$ cat src/hw/rtl/lmrs_pkg.sv
// ----------------------------------------------------------------------------
// LED matrix row scanner package
// Shared item types, command format and the glyph merge helpers.
// ----------------------------------------------------------------------------
package lmrs_pkg;

    localparam int HALF_DEPTH = 8;
    localparam int GLYPH_ROWS = 7;
    localparam int WORD_W     = 16;
    localparam int ROW_W      = 3;
    localparam int BYTE_W     = 8;

    localparam logic [WORD_W-1:0] RESET_ROW0 = 16'h0202;
    localparam logic [WORD_W-1:0] RESET_ROW1 = 16'h0404;

    typedef struct packed {
        logic              mode;
        logic              digit_select;
        logic [BYTE_W-1:0] glyph_byte_0;
        logic [BYTE_W-1:0] glyph_byte_1;
        logic [BYTE_W-1:0] glyph_byte_2;
        logic [BYTE_W-1:0] glyph_byte_3;
        logic [BYTE_W-1:0] glyph_byte_4;
        logic [BYTE_W-1:0] glyph_byte_5;
        logic [BYTE_W-1:0] glyph_byte_6;
    } t_in_item;

    typedef struct packed {
        logic [ROW_W-1:0]  shown_row;
        logic [WORD_W-1:0] next_row_word;
    } t_out_item;

    typedef enum logic {
        CMD_TICK = 1'b0,
        CMD_BLIT = 1'b1
    } t_cmd_kind;

    // Glyph bytes are stored in row order: rows[r] belongs to row word r.
    typedef struct packed {
        t_cmd_kind                        kind;
        logic                             upper;
        logic [GLYPH_ROWS-1:0][BYTE_W-1:0] rows;
    } t_cmd;

    function automatic logic [BYTE_W-1:0] reverse8(input logic [BYTE_W-1:0] b);
        logic [BYTE_W-1:0] r;
        for (int k = 0; k < BYTE_W; k++) begin
            r[k] = b[BYTE_W-1-k];
        end
        return r;
    endfunction

    // The glyph is reversed and moved up one bit. In the lower byte the
    // ninth bit spills into bit 8 without clearing it first.
    function automatic logic [WORD_W-1:0] merge_row(
        input logic [WORD_W-1:0] word,
        input logic [BYTE_W-1:0] glyph,
        input logic              upper
    );
        logic [BYTE_W:0]   bits;
        logic [WORD_W-1:0] res;
        bits = {reverse8(glyph), 1'b0};
        if (upper) begin
            res = {bits[BYTE_W-1:0], word[BYTE_W-1:0]};
        end else begin
            res = {word[WORD_W-1:BYTE_W+1], word[BYTE_W] | bits[BYTE_W],
                   bits[BYTE_W-1:0]};
        end
        return res;
    endfunction

endpackage

$ cat src/hw/rtl/lmrs_queue.sv
// ----------------------------------------------------------------------------
// LED matrix row scanner command queue
// Two-entry queue that decouples the front end from the execution unit.
// ----------------------------------------------------------------------------
module lmrs_queue (
    input  logic          i_clk,
    input  logic          i_rst_n,
    input  logic          i_push,
    input  lmrs_pkg::t_cmd i_cmd,
    output logic          o_full,
    output logic          o_valid,
    output lmrs_pkg::t_cmd o_cmd,
    input  logic          i_pop
);

    lmrs_pkg::t_cmd r_slot [2];
    logic           r_wr_ptr;
    logic           r_rd_ptr;
    logic [1:0]     r_count;

    logic w_push;
    logic w_pop;

    assign o_full  = (r_count == 2'd2);
    assign o_valid = (r_count != 2'd0);
    assign o_cmd   = r_slot[r_rd_ptr];
    assign w_push  = i_push && !o_full;
    assign w_pop   = i_pop && o_valid;

    always_ff @(posedge i_clk) begin
        if (w_push) begin
            r_slot[r_wr_ptr] <= i_cmd;
        end
    end

    always_ff @(posedge i_clk) begin
        if (!i_rst_n) begin
            r_wr_ptr <= 1'b0;
            r_rd_ptr <= 1'b0;
            r_count  <= 2'd0;
        end else begin
            if (w_push) begin
                r_wr_ptr <= ~r_wr_ptr;
            end
            if (w_pop) begin
                r_rd_ptr <= ~r_rd_ptr;
            end
            case ({w_push, w_pop})
                2'b10:   r_count <= r_count + 2'd1;
                2'b01:   r_count <= r_count - 2'd1;
                default: r_count <= r_count;
            endcase
        end
    end

endmodule

$ cat src/hw/rtl/lmrs_front.sv
// ----------------------------------------------------------------------------
// LED matrix row scanner front end
// Accepts input transactions, sorts them into tick or blit commands with the
// glyph bytes put in row order, and queues them for the execution unit.
// ----------------------------------------------------------------------------
module lmrs_front (
    input  logic               i_clk,
    input  logic               i_rst_n,
    input  logic               i_in_valid,
    input  lmrs_pkg::t_in_item i_in_item,
    output logic               o_in_stall,
    output logic               o_cmd_valid,
    output lmrs_pkg::t_cmd     o_cmd,
    input  logic               i_cmd_pop
);

    lmrs_pkg::t_cmd w_cmd;
    logic           w_full;

    always_comb begin
        w_cmd.kind    = i_in_item.mode ? lmrs_pkg::CMD_BLIT : lmrs_pkg::CMD_TICK;
        w_cmd.upper   = !i_in_item.digit_select;
        // The first glyph byte lands in row word 6; the last lands in row word 0.
        w_cmd.rows[0] = i_in_item.glyph_byte_6;
        w_cmd.rows[1] = i_in_item.glyph_byte_5;
        w_cmd.rows[2] = i_in_item.glyph_byte_4;
        w_cmd.rows[3] = i_in_item.glyph_byte_3;
        w_cmd.rows[4] = i_in_item.glyph_byte_2;
        w_cmd.rows[5] = i_in_item.glyph_byte_1;
        w_cmd.rows[6] = i_in_item.glyph_byte_0;
    end

    assign o_in_stall = w_full;

    lmrs_queue u_queue (
        .i_clk   (i_clk),
        .i_rst_n (i_rst_n),
        .i_push  (i_in_valid),
        .i_cmd   (w_cmd),
        .o_full  (w_full),
        .o_valid (o_cmd_valid),
        .o_cmd   (o_cmd),
        .i_pop   (i_cmd_pop)
    );

endmodule

$ cat src/hw/rtl/lmrs_back.sv
// ----------------------------------------------------------------------------
// LED matrix row scanner execution unit
// Holds the two frame halves and the scan state. A tick writes its result into
// the output register; a blit walks the eight row words, one per cycle.
// ----------------------------------------------------------------------------
module lmrs_back #(
    parameter int ROW_COUNT = 7
) (
    input  logic                i_clk,
    input  logic                i_rst_n,
    input  logic                i_cmd_valid,
    input  lmrs_pkg::t_cmd      i_cmd,
    output logic                o_cmd_pop,
    output logic                o_out_valid,
    output lmrs_pkg::t_out_item o_out_item,
    input  logic                i_out_stall
);

    localparam int ADDR_W = $clog2(2 * lmrs_pkg::HALF_DEPTH);
    localparam int DEPTH  = 2 * lmrs_pkg::HALF_DEPTH;

    typedef enum logic {
        S_IDLE,
        S_BLIT
    } t_state;

    t_state                                          r_state;
    logic [lmrs_pkg::WORD_W-1:0]                     r_store [DEPTH];
    logic                                            r_active;
    logic                                            r_flip_pending;
    logic [lmrs_pkg::ROW_W-1:0]                      r_scan;
    logic [lmrs_pkg::ROW_W-1:0]                      r_row;
    logic                                            r_upper;
    logic [lmrs_pkg::GLYPH_ROWS-1:0][lmrs_pkg::BYTE_W-1:0] r_rows;
    logic                                            r_out_valid;
    lmrs_pkg::t_out_item                             r_out_item;

    logic                         w_out_free;
    logic                         w_take_tick;
    logic                         w_take_blit;
    logic [lmrs_pkg::ROW_W:0]     w_sum;
    logic                         w_wrap;
    logic [lmrs_pkg::ROW_W-1:0]   w_new_scan;
    logic                         w_new_active;
    logic [ADDR_W-1:0]            w_rd_addr;
    logic [lmrs_pkg::WORD_W-1:0]  w_rd_word;
    logic                         w_glyph_row;
    logic [lmrs_pkg::WORD_W-1:0]  w_wr_word;

    assign w_out_free  = !r_out_valid || !i_out_stall;
    assign w_take_tick = (r_state == S_IDLE) && i_cmd_valid
                         && (i_cmd.kind == lmrs_pkg::CMD_TICK) && w_out_free;
    assign w_take_blit = (r_state == S_IDLE) && i_cmd_valid
                         && (i_cmd.kind == lmrs_pkg::CMD_BLIT);
    assign o_cmd_pop   = w_take_tick || w_take_blit;

    assign w_sum        = {1'b0, r_scan} + {{lmrs_pkg::ROW_W{1'b0}}, 1'b1};
    assign w_wrap       = (w_sum >= (lmrs_pkg::ROW_W + 1)'(ROW_COUNT));
    assign w_new_scan   = w_wrap ? '0 : w_sum[lmrs_pkg::ROW_W-1:0];
    assign w_new_active = (w_wrap && r_flip_pending) ? ~r_active : r_active;

    // One read port: the blit walk uses it in S_BLIT, a tick in S_IDLE.
    assign w_rd_addr = (r_state == S_BLIT) ? {r_active, r_row}
                                           : {w_new_active, w_new_scan};
    assign w_rd_word = r_store[w_rd_addr];

    assign w_glyph_row = ({1'b0, r_row} < (lmrs_pkg::ROW_W + 1)'(lmrs_pkg::GLYPH_ROWS));
    assign w_wr_word   = w_glyph_row ? lmrs_pkg::merge_row(w_rd_word, r_rows[0], r_upper)
                                     : w_rd_word;

    always_ff @(posedge i_clk) begin
        if (!i_rst_n) begin
            r_state        <= S_IDLE;
            r_active       <= 1'b0;
            r_flip_pending <= 1'b0;
            r_scan         <= '0;
            r_row          <= '0;
            r_out_valid    <= 1'b0;
            for (int i = 0; i < DEPTH; i++) begin
                if (i == 0) begin
                    r_store[i] <= lmrs_pkg::RESET_ROW0;
                end else if (i == 1) begin
                    r_store[i] <= lmrs_pkg::RESET_ROW1;
                end else begin
                    r_store[i] <= '0;
                end
            end
        end else begin
            if (!i_out_stall && !w_take_tick) begin
                r_out_valid <= 1'b0;
            end
            case (r_state)
                S_IDLE: begin
                    if (w_take_tick) begin
                        r_scan                   <= w_new_scan;
                        r_active                 <= w_new_active;
                        if (w_wrap) begin
                            r_flip_pending <= 1'b0;
                        end
                        r_out_valid              <= 1'b1;
                        r_out_item.shown_row     <= r_scan;
                        r_out_item.next_row_word <= w_rd_word;
                    end else if (w_take_blit) begin
                        r_state <= S_BLIT;
                        r_row   <= '0;
                        r_upper <= i_cmd.upper;
                        r_rows  <= i_cmd.rows;
                    end
                end
                S_BLIT: begin
                    r_store[{~r_active, r_row}] <= w_wr_word;
                    r_rows <= r_rows >> lmrs_pkg::BYTE_W;
                    r_row  <= r_row + {{(lmrs_pkg::ROW_W-1){1'b0}}, 1'b1};
                    if (r_row == lmrs_pkg::ROW_W'(lmrs_pkg::HALF_DEPTH - 1)) begin
                        r_flip_pending <= 1'b1;
                        r_state        <= S_IDLE;
                    end
                end
                default: r_state <= S_IDLE;
            endcase
        end
    end

    assign o_out_valid = r_out_valid;
    assign o_out_item  = r_out_item;

    a_blit_sets_flip: assert property (@(posedge i_clk) disable iff (!i_rst_n)
        (r_state == S_BLIT && r_row == lmrs_pkg::ROW_W'(lmrs_pkg::HALF_DEPTH - 1))
        |=> r_flip_pending)
        else $error("blit finished without requesting a flip");

    a_swap_needs_flip: assert property (@(posedge i_clk) disable iff (!i_rst_n)
        (r_active != $past(r_active)) |-> ($past(r_flip_pending) && $past(w_take_tick)))
        else $error("active half changed without a pending flip");

    a_no_pop_in_blit: assert property (@(posedge i_clk) disable iff (!i_rst_n)
        (r_state == S_BLIT) |-> !o_cmd_pop)
        else $error("command taken while a blit is running");

    a_no_overwrite: assert property (@(posedge i_clk) disable iff (!i_rst_n)
        w_take_tick |-> !(r_out_valid && i_out_stall))
        else $error("tick result would overwrite a held result");

endmodule

$ cat src/hw/rtl/led_matrix_row_scanner_core.sv
// ----------------------------------------------------------------------------
// LED matrix row scanner core
// Double-buffered row scanner for a multiplexed two-digit LED matrix.
// ----------------------------------------------------------------------------
// Usage:
//   Input channel (i_in_valid / i_in_item / o_in_stall) carries tick and blit
//   transactions. A tick returns one output transaction with the row shown
//   now and the active half's word for the row sent next; a blit returns none.
//   Output channel (o_out_valid / o_out_item / i_out_stall) holds its result
//   in a register until the receiver takes it.
//   A two-entry queue sits between the front end and the execution unit, so
//   input transactions are taken while a result waits on the output.
//   A tick's result passes through a queue slot and then the output register.
//   Throughput: one tick per cycle while no stall or blit holds it; a blit
//   holds the execution unit to start and then to write each row word of
//   the eight-word half in turn, limited by the single frame store read port.
//   Reset (synchronous, active low) loads the power-on frame, selects half 0,
//   clears the pending flip and the row counter, and empties the queue.
//   While the receiver stalls, the result holds, further ticks wait in the
//   queue and o_in_stall rises once the queue is full.
// ----------------------------------------------------------------------------
module led_matrix_row_scanner_core #(
    parameter int ROW_COUNT = 7
) (
    input  logic                i_clk,
    input  logic                i_rst_n,
    input  logic                i_in_valid,
    input  lmrs_pkg::t_in_item  i_in_item,
    output logic                o_in_stall,
    output logic                o_out_valid,
    output lmrs_pkg::t_out_item o_out_item,
    input  logic                i_out_stall
);

    logic           w_cmd_valid;
    lmrs_pkg::t_cmd w_cmd;
    logic           w_cmd_pop;

    lmrs_front u_front (
        .i_clk       (i_clk),
        .i_rst_n     (i_rst_n),
        .i_in_valid  (i_in_valid),
        .i_in_item   (i_in_item),
        .o_in_stall  (o_in_stall),
        .o_cmd_valid (w_cmd_valid),
        .o_cmd       (w_cmd),
        .i_cmd_pop   (w_cmd_pop)
    );

    lmrs_back #(
        .ROW_COUNT (ROW_COUNT)
    ) u_back (
        .i_clk       (i_clk),
        .i_rst_n     (i_rst_n),
        .i_cmd_valid (w_cmd_valid),
        .i_cmd       (w_cmd),
        .o_cmd_pop   (w_cmd_pop),
        .o_out_valid (o_out_valid),
        .o_out_item  (o_out_item),
        .i_out_stall (i_out_stall)
    );

endmodule
$ cat config.mk
export PLATFORM = sky130hd
export DESIGN_NAME = led_matrix_row_scanner_core
export DESIGN_NICKNAME = d
export VERILOG_FILES = /design/src/hw/rtl/lmrs_pkg.sv /design/src/hw/rtl/lmrs_queue.sv /design/src/hw/rtl/lmrs_front.sv /design/src/hw/rtl/lmrs_back.sv /design/src/hw/rtl/led_matrix_row_scanner_core.sv
export SDC_FILE = /design/constraint.sdc
export NUM_CORES = 1
export LEC_CHECK = 0
export ABC_AREA = 1
export BUFFER_PORTS_ARGS = -buffer_cell sky130_fd_sc_hd__clkbuf_2
export CAP_MARGIN = 5
export CORE_UTILIZATION = 25
export CTS_BUF_LIST = sky130_fd_sc_hd__clkbuf_4 sky130_fd_sc_hd__clkbuf_8
export DETAILED_ROUTE_END_ITERATION = 12
export PLACE_DENSITY_LB_ADDON = 0.2
export SYNTH_ARGS = -nofsm -noshare
export SYNTH_HDL_FRONTEND = slang
export SYNTH_SLANG_ARGS = --single-unit
$ cat constraint.sdc
create_clock -name i_clk -period 5.3 [get_ports i_clk]
set_input_delay 1.325 -clock i_clk [delete_from_list [all_inputs] [get_ports i_clk]]
set_output_delay 1.325 -clock i_clk [all_outputs]
set_load 0.1 [all_outputs]
==> key figures <==
Floorplanning
  – Die boundary width: 293 um
  – Die Area: 85,800 um^2
  – Die Span Y: 293 um
  – Initial core utilization: 25.3%
  – Number of core rows: 106
  – Top Ports: 83
  – Core outline area: 83,700 um^2

Setup path
  – Worst setup path class: flip-flop to flip-flop
  – Element type at the critical path start: flip-flop
  – Buffers & Inverters on Critical Path: 2
  – Most common cell on crit path: sky130_fd_sc_hd__nand3_1
  – Worst path required time: 5.69 ns
  – Slowest Stage Delay on Critical Path: 0.70 ns
  – Arrival time at the worst endpoint: 3.93 ns
  – Crit Path Max Fanout: 59
  – Cells along the critical path: inv_1 -> nand2_4 -> buf_4 -> nand3b_1 -> nand3_1 -> nand3_1 -> nand3_1 -> nand3_1 -> nand2_2 -> nor2_1
  – Sort of element at the end of the critical path: flip-flop
  – Depth of the critical timing path with buffers and inverters included: 10
  – Critical Path Slowest Stage Cell: sky130_fd_sc_hd__buf_4
  – Depth of the worst register-to-register path: 10
  – Cell type group with the largest total delay on the critical path: simple AND/OR/NAND/NOR gates

Detailed routing
  – Met2 routed wirelength: 31,600 um
  – Post-Route WL: 65,500 um
  – Count of antenna-violating nets left after detailed routing: 0
  – Top layer in use: met4
  – Wire length on met3: 3720 um
  – DRC violation count after routing: 0
  – Via total after detailed routing: 14,600
  – Routed length on met1: 28,200 um
  – Detail-routed via count per cell: 4.60
  – Number of violations reported at the end of detailed-routing iteration 0: 1,324
  – Wire length per cell after detailed routing: 20.6 um
  – Number of detailed-routing iterations run before antenna repair: 5

Timing
  – Clk_skew: 0.0434 ns
  – Post-route fraction of the period consumed by the critical path: 66.7%
  – Max-slew violations: 0
  – Final number of hold-violating endpoints: 0
  – Tightest slew margin relative to the limit: 23.1%
  – Fin Setup TNS: 0 ns
  – Worst setup margin: 1.77 ns
  – Fin crit period: 3.53 ns
  – Setup violation total in the final timing report: 0
  – RSZ-0062 raised after global routing: false
  – Slew of the pin with the lowest slew margin: 1.15 ns
  – F_max: 283 MHz

Yosys
  – Syn Inst Count: 1,921
  – Proportion of synthesized chip area in sequential cells: 65.0%
  – Mean Syn Cell Area: 11.0 um^2
  – Post-synthesis instance area: 21,200 um^2
  – Number of synthesis warnings: 0
  – Syn Nets: 1,990
  – Primary FF master, synth: sky130_fd_sc_hd__edfxtp_1
  – EDFF count, synth: 448
  – FF+latch count, synth: 463
  – Share of flip-flops with an asynchronous set or reset: 0%
  – Unique cell type count in the Yosys netlist: 31

GRT
  – Residual overflow from global routing: 0
  – Antenna violations before repair: 1
  – Wire length of the first global-routing pass: 95,500 um
  – Maximum number of pins on one net before global-route repair: 120
  – Total track usage: 15.0%
  – Vias in the first global route: 14,500

Cells and area
  – # fillers: 8,721
  – Synth-to-Final Area Change: 13.5%
  – Share of post-route cells with drive strength above 1: 18.4%
  – Nets: 2,054
  – Area of combinational cells with multiple inputs: 5780 um^2
  – Footprint of the flip-flops and latches: 13,800 um^2

Clock network
  – Clock slew at reported path FFs: 0.05 ns
  – Max Root-Sink Buffers: 3
  – CTS buffer count: 84
  – CTS sink cnt: 463
  – CTS tree: built
  – Number of post-CTS setup repair buffers: 0
  – Number of gates resized after CTS: 0
  – Number of H-tree branching levels: 3
  – Worst-skew pair later-pin latency: 0.70 ns
  – Count of hold buffers inserted by post-cts repair: 0
  – Cell at the root of the clock tree: sky130_fd_sc_hd__clkbuf_8

Run
  – Maximum capacitance violations: 0

Placed design
  – Detail Placement HPWL: 38,600 um
  – Total of buffers placed on input and output ports: 82
  – Placer Congestion: 0.820
  – Setup Slack @ Placement: 1.37 ns

Run status
  – Run status: complete, no violations

Power
  – Power density cells: 575 nW/um^2
  – Worst-case vdd ir drop: 0.266 mV
  – Internal power: 0.00758 W
  – Net switching power: 0.00623 W
  – Combinational share of power: 41.6%
  – Proportion of power drawn by flip-flops and latches: 34.5%
  – Switching part of the total: 45.1%
  – Clock share of power: 23.9%
  – Leak: 8.86 nW

Worst hold path
  – Number of cells on the worst hold path: 1
  – Tightest Hold Check Type: flip-flop to flip-flop
-- worst reg2reg max path: cells and delay by family, from the launching register on --
family | cells | cell delay, ns
buf+inv | 2 | 0.84
simple gates | 8 | 1.96
flops | 1 | 0.44
-- cell type report --
cell class                 count  area share (%)
sequential                   463            57.3
multi-input combinational   1117            24.1
clock buffer                 117            5.98
tap                         1134            5.91
inverter                     205            3.21
timing repair buffer         114            2.87
clock inverter                24           0.636
antenna                        1          0.0104
-- path summary, 6_finish.rpt --
kind,startpoint,endpoint,slack [ns]
worst max-delay path,u_back.r_row[0],u_back.r_store[15][8],1.77
worst min-delay path,u_front.u_queue.r_rd_ptr,flip-flop,0.42
worst max register to register,u_back.r_row[0],u_back.r_store[15][8],1.77
worst min register to register,u_front.u_queue.r_rd_ptr,flip-flop,0.42
-- metrics by stage --
stage                     hold slack (ns)  cell area [um^2]  utilization (%)  cells  power, W
after global routing                0.424             24000             28.7   3175    0.0145
after floorplan                     0.426             21200                -   1921   0.00880
final                               0.425             24000             28.7   3175    0.0138
after CTS                           0.415             24000             28.7   3174    0.0139
after detailed placement            0.436             22400             26.8   3033    0.0106
after global placement              0.435             22400             26.8   3033    0.0106
-- state kept, by name (all words and copies together) (netlist names), named ones only --
name	count
u_back.r_flip_pending	1
u_front.u_queue.r_slot	116
u_back.r_store	256
u_front.u_queue.r_count	2
u_front.u_queue.r_rd_ptr	1
u_back.o_out_valid	1
u_back.r_state	1
u_back.r_active	1
u_back.r_scan	3
u_back.r_rows	56
u_back.r_row	3
u_front.u_queue.r_wr_ptr	1
u_back.o_out_item	19
u_back.r_upper	1
-- placed cells by master (no fill, tap or decap), drive strengths merged --
| cell type | count |
|---|---|
| or2 | 2 |
| o21a | 1 |
| nand3b | 69 |
| diode | 1 |
| nand2 | 282 |
| buf | 32 |
| a211oi | 1 |
| nor2 | 143 |
| a32o | 2 |
| clkbuf | 199 |
| inv | 209 |
| a21oi | 303 |
| clkinv | 19 |
| nor3 | 1 |
| o21ai | 30 |
| xor2 | 1 |
| o211ai | 4 |
| dfxtp | 15 |
| edfxtp | 448 |
| ha | 7 |
| nand3 | 271 |
| clkinvlp | 1 |
-- metal layers --
layer  up-vias  track usage, %
met5         -               0
met4         0            5.85
met3       122            2.88
met2       483            24.7
met1      7218            19.4
li1       6789               -
-- power by group through the flow --
| stage | Clock, W | Combinational, W | Sequential (W) |
|---|---|---|---|
| final | 0.00330 | 0.00575 | 0.00477 |
| after global routing | 0.00353 | 0.00613 | 0.00480 |
| after CTS | 0.00338 | 0.00578 | 0.00477 |
| after detailed placement | 0 | 0.00576 | 0.00484 |
| after global placement | 0 | 0.00576 | 0.00484 |
| after floorplan | 0 | 0.00373 | 0.00507 |
-- cell families after synthesis --
kind of cell	Yosys count	share of synthesized area, %
AND/OR/NAND/NOR	768	17.3
adder cells (fa/ha/maj)	7	0.414
buffers and inverters	341	7.92
flip-flops	463	65.0
AO/OA/AOI/OAI	341	9.32
XOR/XNOR	1	0.0414
-- cell usage after synthesis (all sizes together) (7+ instances only) --
library cell / n / share of area, %
nand2: 282 / 5.5
ha: 7 / 0.41
nand3: 271 / 6.4
buf: 95 / 3.6
inv: 205 / 3.6
o21ai: 30 / 0.82
dfxtp: 15 / 1.4
edfxtp: 448 / 64
nor2: 143 / 2.9
clkbuf: 41 / 0.73
a21oi: 303 / 8.2
nand3b: 69 / 2.4
Power figures use the tool's default switching activity.
